File: config.mk
export PLATFORM = sky130hd
export DESIGN_NAME = score_rank_assigner
export DESIGN_NICKNAME = d
export VERILOG_FILES = /design/src/rtl/srank_pkg.sv /design/src/rtl/srank_ctrl.sv /design/src/rtl/srank_dp.sv /design/src/rtl/score_rank_assigner.sv
export SDC_FILE = /design/constraint.sdc
export NUM_CORES = 2
export LEC_CHECK = 0
export ABC_AREA = 1
export BUFFER_PORTS_ARGS = -buffer_cell sky130_fd_sc_hd__buf_2
export CAP_MARGIN = 15
export CORE_AREA = 2 2 358 360
export DETAILED_ROUTE_END_ITERATION = 6
export DIE_AREA = 0 0 360 362
export GPL_TIMING_DRIVEN = 1
export PLACE_DENSITY_LB_ADDON = 0.25
export SYNTH_ARGS = -nofsm -noshare
export SYNTH_HDL_FRONTEND = slang
export SYNTH_SLANG_ARGS = --single-unit
File: constraint.sdc
create_clock -name clk -period 3.45 [get_ports clk]
set_clock_uncertainty 0.1 [all_clocks]
set_input_delay 0.1725 -clock clk [delete_from_list [all_inputs] [get_ports clk]]
set_output_delay 0.1725 -clock clk [all_outputs]
set_load 0.01 [all_outputs]
File: src/rtl/srank_pkg.sv
package srank_pkg;

	localparam int MAX_ITEMS  = 64;
	localparam int SCORE_BITS = 20;
	localparam int ADDR_BITS  = (MAX_ITEMS > 1) ? $clog2(MAX_ITEMS) : 1;
	localparam int CNT_BITS   = $clog2(MAX_ITEMS + 1);

	localparam int POS_W   = 6;
	localparam int PLACE_W = 7;
	localparam int MEDAL_W = 2;

	localparam logic [MEDAL_W-1:0] MEDAL_NONE   = 2'd0;
	localparam logic [MEDAL_W-1:0] MEDAL_GOLD   = 2'd1;
	localparam logic [MEDAL_W-1:0] MEDAL_SILVER = 2'd2;
	localparam logic [MEDAL_W-1:0] MEDAL_BRONZE = 2'd3;

	typedef enum logic [2:0] {
		ST_LOAD,
		ST_RDCUR,
		ST_SWEEP,
		ST_DRAIN,
		ST_EMIT
	} state_t;

	typedef struct packed {
		logic in_ready;
		logic rd_cur;
		logic sweep;
		logic drain;
		logic next_i;
	} cmd_t;

	typedef struct packed {
		logic sweep_end;
		logic out_taken;
		logic last_res;
	} status_t;

	function automatic logic [MEDAL_W-1:0] medal_of(input logic [PLACE_W-1:0] place);
		logic [MEDAL_W-1:0] m;
		case (place)
			7'd1:    m = MEDAL_GOLD;
			7'd2:    m = MEDAL_SILVER;
			7'd3:    m = MEDAL_BRONZE;
			default: m = MEDAL_NONE;
		endcase
		return m;
	endfunction

endpackage

File: src/rtl/srank_ctrl.sv
module srank_ctrl (
	input  logic                 clk,
	input  logic                 arst_n,
	input  logic                 in_valid,
	input  logic                 in_last,
	input  srank_pkg::status_t   status,
	output srank_pkg::cmd_t      cmd
);

	srank_pkg::state_t state_q, state_d;

	always_ff @(posedge clk or negedge arst_n) begin
		if (!arst_n) begin
			state_q <= srank_pkg::ST_LOAD;
		end else begin
			state_q <= state_d;
		end
	end

	always_comb begin
		state_d = state_q;
		unique case (state_q)
			srank_pkg::ST_LOAD: begin
				if (in_valid && in_last) state_d = srank_pkg::ST_RDCUR;
			end
			srank_pkg::ST_RDCUR: begin
				state_d = srank_pkg::ST_SWEEP;
			end
			srank_pkg::ST_SWEEP: begin
				if (status.sweep_end) state_d = srank_pkg::ST_DRAIN;
			end
			srank_pkg::ST_DRAIN: begin
				state_d = srank_pkg::ST_EMIT;
			end
			srank_pkg::ST_EMIT: begin
				if (status.out_taken) begin
					state_d = status.last_res ? srank_pkg::ST_LOAD : srank_pkg::ST_RDCUR;
				end
			end
			default: state_d = srank_pkg::ST_LOAD;
		endcase
	end

	always_comb begin
		cmd = '0;
		unique case (state_q)
			srank_pkg::ST_LOAD:  cmd.in_ready = 1'b1;
			srank_pkg::ST_RDCUR: cmd.rd_cur   = 1'b1;
			srank_pkg::ST_SWEEP: cmd.sweep    = 1'b1;
			srank_pkg::ST_DRAIN: cmd.drain    = 1'b1;
			srank_pkg::ST_EMIT:  cmd.next_i   = status.out_taken & ~status.last_res;
			default:             cmd = '0;
		endcase
	end

endmodule

File: src/rtl/srank_dp.sv
module srank_dp (
	input  logic                                 clk,
	input  logic                                 arst_n,
	input  srank_pkg::cmd_t                      cmd,
	input  logic                                 in_valid,
	input  logic                                 in_last,
	input  logic [srank_pkg::SCORE_BITS-1:0]     in_score,
	input  logic                                 out_ready,
	output logic                                 out_valid,
	output logic [srank_pkg::POS_W-1:0]          out_position,
	output logic [srank_pkg::PLACE_W-1:0]        out_placement,
	output logic [srank_pkg::MEDAL_W-1:0]        out_medal,
	output logic                                 out_last,
	output srank_pkg::status_t                   status
);

	logic [srank_pkg::SCORE_BITS-1:0] mem [srank_pkg::MAX_ITEMS];

	logic [srank_pkg::CNT_BITS-1:0]   cnt_q;
	logic [srank_pkg::CNT_BITS-1:0]   n_q;
	logic [srank_pkg::ADDR_BITS-1:0]  i_q;
	logic [srank_pkg::ADDR_BITS-1:0]  k_q;
	logic [srank_pkg::CNT_BITS-1:0]   acc_q;
	logic [srank_pkg::SCORE_BITS-1:0] a_data_q;
	logic [srank_pkg::SCORE_BITS-1:0] b_data_s1;
	logic                             b_v_s1;

	logic [srank_pkg::PLACE_W-1:0]    place_q;
	logic [srank_pkg::POS_W-1:0]      pos_q;
	logic                             last_q;
	logic                             valid_q;

	logic                             in_fire;
	logic                             room;
	logic [srank_pkg::CNT_BITS-1:0]   cnt_next;
	logic [srank_pkg::CNT_BITS-1:0]   n_m1;
	logic [srank_pkg::CNT_BITS-1:0]   acc_next;
	logic [srank_pkg::PLACE_W-1:0]    place_new;

	assign in_fire   = cmd.in_ready & in_valid;
	assign room      = (cnt_q < srank_pkg::CNT_BITS'(srank_pkg::MAX_ITEMS));
	assign cnt_next  = room ? cnt_q + 1'b1 : cnt_q;
	assign n_m1      = n_q - 1'b1;
	assign acc_next  = acc_q + srank_pkg::CNT_BITS'(b_v_s1 && (b_data_s1 >= a_data_q));
	assign place_new = srank_pkg::PLACE_W'(acc_next);

	always_ff @(posedge clk) begin
		if (in_fire && room) mem[cnt_q[srank_pkg::ADDR_BITS-1:0]] <= in_score;
	end

	always_ff @(posedge clk) begin
		if (cmd.rd_cur) a_data_q  <= mem[i_q];
		if (cmd.sweep)  b_data_s1 <= mem[k_q];
	end

	always_ff @(posedge clk or negedge arst_n) begin
		if (!arst_n) begin
			cnt_q   <= '0;
			n_q     <= '0;
			i_q     <= '0;
			k_q     <= '0;
			acc_q   <= '0;
			b_v_s1  <= 1'b0;
			valid_q <= 1'b0;
		end else begin
			if (in_fire) begin
				if (in_last) begin
					// close the set: remember its size, empty the store
					n_q   <= cnt_next;
					cnt_q <= '0;
					i_q   <= '0;
				end else begin
					cnt_q <= cnt_next;
				end
			end
			if (cmd.next_i) i_q <= i_q + 1'b1;
			if (cmd.rd_cur) begin
				k_q   <= '0;
				acc_q <= '0;
			end else if (b_v_s1) begin
				acc_q <= acc_next;
			end
			if (cmd.sweep) k_q <= k_q + 1'b1;
			b_v_s1 <= cmd.sweep;
			if (cmd.drain) valid_q <= 1'b1;
			else if (valid_q && out_ready) valid_q <= 1'b0;
		end
	end

	always_ff @(posedge clk) begin
		if (cmd.drain) begin
			place_q <= place_new;
			pos_q   <= srank_pkg::POS_W'(i_q);
			last_q  <= (srank_pkg::CNT_BITS'(i_q) == n_m1);
		end
	end

	assign out_valid     = valid_q;
	assign out_position  = pos_q;
	assign out_placement = place_q;
	assign out_medal     = srank_pkg::medal_of(place_q);
	assign out_last      = last_q;

	assign status.sweep_end = (srank_pkg::CNT_BITS'(k_q) == n_m1);
	assign status.out_taken = valid_q & out_ready;
	assign status.last_res  = last_q;

`ifndef ASSERT_OFF
	a_cnt_cap: assert property (@(posedge clk) disable iff (!arst_n)
		cnt_q <= srank_pkg::CNT_BITS'(srank_pkg::MAX_ITEMS))
		else $error("stored count beyond capacity");
	a_place_range: assert property (@(posedge clk) disable iff (!arst_n)
		valid_q |-> (place_q >= 7'd1) && (place_q <= srank_pkg::PLACE_W'(n_q)))
		else $error("placement outside the set");
	a_acc_bound: assert property (@(posedge clk) disable iff (!arst_n)
		b_v_s1 |-> acc_q < n_q)
		else $error("count of hits overruns the set");
	a_pos_in_set: assert property (@(posedge clk) disable iff (!arst_n)
		valid_q |-> srank_pkg::CNT_BITS'(pos_q) < n_q)
		else $error("result index outside the set");
	a_no_load_busy: assert property (@(posedge clk) disable iff (!arst_n)
		(cmd.in_ready |-> !valid_q && !b_v_s1))
		else $error("input taken while a result is in work");
`endif

endmodule

File: src/rtl/score_rank_assigner.sv
// Channel  Dir  Fields (tdata low bit up)                      tlast
// s_*      in   score[19:0], zero fill to 24 bits               is_last
// m_*      out  position[5:0] placement[12:6] medal[14:13] pad  last_result
//
// Scores are taken one per cycle while the block is in its load state. After the
// closing item each result passes through a read of its score, a sweep of the
// store through one comparator and a drain step, plus any wait on m_tready; one
// read port feeds the sweep. No new item is taken until the last result of the
// run has gone.
// Reset clears the count and the controller; the score store needs no clear.
module score_rank_assigner (
	input  logic        clk,
	input  logic        arst_n,
	input  logic        s_tvalid,
	output logic        s_tready,
	input  logic [23:0] s_tdata,   // score[19:0], zero [23:20]
	input  logic        s_tlast,
	output logic        m_tvalid,
	input  logic        m_tready,
	output logic [15:0] m_tdata,   // position[5:0], placement[12:6], medal[14:13], zero [15]
	output logic        m_tlast
);

	srank_pkg::cmd_t    cmd;
	srank_pkg::status_t status;

	logic [srank_pkg::POS_W-1:0]   position;
	logic [srank_pkg::PLACE_W-1:0] placement;
	logic [srank_pkg::MEDAL_W-1:0] medal;

	srank_ctrl u_ctrl (
		.clk      (clk),
		.arst_n   (arst_n),
		.in_valid (s_tvalid),
		.in_last  (s_tlast),
		.status   (status),
		.cmd      (cmd)
	);

	srank_dp u_dp (
		.clk           (clk),
		.arst_n        (arst_n),
		.cmd           (cmd),
		.in_valid      (s_tvalid),
		.in_last       (s_tlast),
		.in_score      (s_tdata[srank_pkg::SCORE_BITS-1:0]),
		.out_ready     (m_tready),
		.out_valid     (m_tvalid),
		.out_position  (position),
		.out_placement (placement),
		.out_medal     (medal),
		.out_last      (m_tlast),
		.status        (status)
	);

	assign s_tready = cmd.in_ready;
	assign m_tdata  = {1'b0, medal, placement, position};

endmodule
==> summary.md <==
| Metric | Value |
|---|---|
| Hold violation count in the final report | 0 |
| Post-CTS Repair Setup Buffers | 0 |
| Die height | 362 um |
| Final Total Pwr | 55300 uW |
| Classification of the worst setup path | reg -> reg |
| Part of the Yosys area used for sequential elements | 0.594 |
| RSZ-0062 raised after global routing | no |
| Max H-tree Level | 4 |
| Largest buffer count on any clock path | 3 |
| DRC violation count after routing | 1 |
| Post-detailed-routing wire length | approximately 240 mm |
| Worst-case setup margin in the final layout | 0.407 ns |
| Slew @ Worst Pin | 1.21 ns |
| Post-detailed-route count of antenna-violating nets | 0 |
| Total half-perimeter wirelength after legalization and detailed placement | 138 mm |
| Syn Area/Cell | 8.90 um^2 |
| Number of distinct library cells after synthesis | 37 |
| RePlAce Congestion | 0.974 |
| Setup Total Neg Slack | 0 ns |
| Syn Nets | 7807 |
| Global-route track usage on met1 | 0.477 |
| Final cycle utilization of the critical path | 0.882 |
| Initial core utilization | 0.545 |
| Number of warnings printed during yosys synthesis | 0 |
| Most Used Layer, Global Route | met2 |
| Area of the die | around 130000 um^2 |
| Proportion of synthesized flip-flops having asynchronous set or reset | 0.0277 |
| Mapped Area | around 69000 um^2 |
| Number of instances on the worst hold path | 1 |
| Ports | 48 |
| Largest voltage drop on the vdd net | approximately 0.6 mV |
| Number of rows created at floorplan | 131 |
| Met3 capacity usage during global routing | 0.0863 |
| Data required time at the worst endpoint | 4.02 ns |
| CORE AREA | between 100000 and 150000 um^2 |
| Net count reported at finish | between 7k and 8k |
| Headroom to the max-slew limit | 0.195 |
| Total GRT Usage | 0.360 |
| Post-synthesis cell count | slightly below 8k |
| Worst Hold Class | in -> reg |
| Total setup violations reported at the end of the flow | 0 |
| Post-cts resize count | 0 |
| Number of CTS-inserted buffers | 148 |
| Number of maximum-capacitance violations | 0 |
| Worst Setup Start Kind | flop |
| Via count of the routed design | 60.5k |
| Width of the die | roughly 360 um |
| Drt first pass iters | 7 |
| Overflow left after global routing | 0 |
| Clock latency on the worst-skew pair | around 0.8 ns |
| Failing checks | design-rule violations |
| DRC marker count from the first detailed-route iteration | 9768 |
| CTS sink cnt | 1372 |
| Main flop type after synthesis | edfxtp_1 |
| Power Dens Cells | 723 nW/um^2 |
| Share of layout cells above drive strength 1 | 0.0790 |
| Initial antenna violation count | 6 |
| Root buffer cell | clkbuf_16 |
| Worst R2R Path Depth | 10 |
| Number of synthesized flops with an enable pin | 1334 |
| Quantity of I/O buffers inserted on ports | 42 |
| Number of global-route vias before repair | 56.9k |
| Leak pwr | 0.0298 uW |
| Vias per Instance | 6.41 |
| Place WS | just under 0.5 ns |
| Met2 track demand over resource in global routing | 0.547 |
| Peak fanout along the critical path | 97 |
| Yosys reg bits | 1372 |
| Worst path arrival time | 3.61 ns |
| Global-route wire length before repair | roughly 350 mm |
| Hold-fix buffers at CTS | 20 |
| Area growth syn-to-layout | 10.9% |
| Detail-routed net length per standard cell | 25.3 um |
| Largest net degree at the start of global routing | 134 |
| Final count of pins violating max slew | 0 |
| Result of the run | complete, but fails checks |
| Max Fclk | approximately 0.33 GHz |
| Antenna diode instance count | 0 |
| Kind of end point of the critical path | flop |
| Core utilization of the finished layout | 0.604 |
| CTS tree | built |
| Clock-pin slew reported for the worst setup and hold paths after clock tree synthesis | 0.06 ns |
| Post-layout minimum cycle time | 3.04 ns |
-- cell usage in the layout, fill, tap and decap left out, drive strengths merged --
cell | Yosys | final
buf | 425 | 302
clkbuf | 138 | 181
clkinvlp | 0 | 3
dfrtp | 38 | 38
nand3 | 2199 | 2199
o211ai | 2 | 2
o31ai | 1 | 1
xor3 | 1 | 1
conb | 1 | 1
nand2 | 3320 | 3320
ha | 26 | 26
nor3b | 2 | 2
nor3 | 12 | 12
inv | 78 | 81
a21oi | 15 | 15
nand4 | 3 | 3
and2 | 1 | 1
xor2 | 14 | 14
dlygate4sd3 | 0 | 21
o32ai | 3 | 3
or3 | 1 | 1
o21ai | 30 | 30
bufinv | 0 | 14
a21o | 1 | 1
edfxtp | 1334 | 1334
nor2 | 93 | 93
clkinv | 2 | 73
or2 | 4 | 4
o22ai | 8 | 8
-- sequential cells by signal, summed over array words and instances (netlist names) --
signal / flops
u_dp.out_last: 1
u_dp.mem: 1280
u_dp.b_v_s1: 1
u_dp.acc_q: 7
u_dp.n_q: 7
u_dp.b_data_s1: 20
u_dp.out_placement: 7
u_dp.cnt_q: 7
u_ctrl.state_q: 3
u_dp.out_position: 6
u_dp.i_q: 6
u_dp.k_q: 6
u_dp.a_data_q: 20
u_dp.out_valid: 1
-- layer usage --
metal | vias to the layer above | wire length, um
met5 | - | 15
met4 | 2 | 13800
met3 | 897 | 34900
met2 | 4805 | 106000
met1 | 28472 | 84200
li1 | 26345 | -
-- Yosys cell counts, drive strengths merged (8+ instances only) --
master	count	area share
a21oi	15	0.0011
ha	26	0.0047
nor2	93	0.0051
nand2	3320	0.18
o22ai	8	0.00073
buf	425	0.035
nand3	2199	0.16
nor3	12	0.0010
clkbuf	138	0.0075
dfrtp	38	0.014
o21ai	30	0.0022
inv	78	0.0042
edfxtp	1334	0.58
xor2	14	0.0018
-- per-stage QoR --
step                      hold WS [ns]  instance area (um^2)  instances
after detailed placement         0.290                 71500       9152
final                           0.0453                 76500       9446
after global placement           0.292                 71500       9152
after floorplan                 -0.223                 69000       7752
after global routing            0.0482                 76500       9446
after CTS                      0.00652                 76500       9444
-- final timing paths --
kind,start,slack [ns],to
max,u_dp.i_q[0],0.41,u_dp.a_data_q[0]
min,s_tdata[14],0.05,u_dp.mem[23][14]
max reg2reg,u_dp.i_q[0],0.41,u_dp.a_data_q[0]
min reg2reg,u_dp.n_q[0],0.45,u_dp.n_q[0]
max in group asynchronous,arst_n,1.48,u_dp.acc_q[1]
min in group asynchronous,arst_n,0.50,u_dp.i_q[5]
-- power breakdown --
part / leakage, uW / internal [uW] / switching [uW] / total, uW
Sequential: 0.0125 / 19000 / 469 / 19400
Combinational: 0.0149 / 5630 / 14300 / 19900
Clock: 0.00238 / 9250 / 6720 / 16000
Total: 0.0298 / 33900 / 21500 / 55300
-- final cells by class --
| type | instances | area (um^2) |
|---|---|---|
| multi-input cells | 5737 | 25000 |
| fillers | 10308 | 50200 |
| clock inverters | 91 | 871 |
| repair buffers | 323 | 3270 |
| clock buffers | 181 | 3970 |
| well taps | 1662 | 2080 |
| flip-flops and latches | 1372 | 41000 |
| inverters | 80 | 348 |
-- cell families (layout without fill, tap and decap cells) --
kind of cell,Yosys count,in the layout,share of synthesized area
DFF,1372,1372,0.594
and+or+nand+nor,5635,5635,0.347
AOI/OAI and AO/OA,60,60,0.00491
adders and majority gates,26,26,0.00472
other,1,1,0.0000544
xor gates and xnor gates,15,15,0.00212
buffers and inverters,643,675,0.0465
-- worst max-delay path: stages (launching register included) --
cell	delay, ns
dfrtp_4	0.70
inv_8	0.42
buf_12	0.45
nand2_1	0.09
nand3_1	0.08
nand3_1	0.08
nand2_1	0.13
nand2_1	0.06
nand3_1	0.20
nand3_1	0.32
nand2_1	0.16
(Power assumes the default switching activity.)
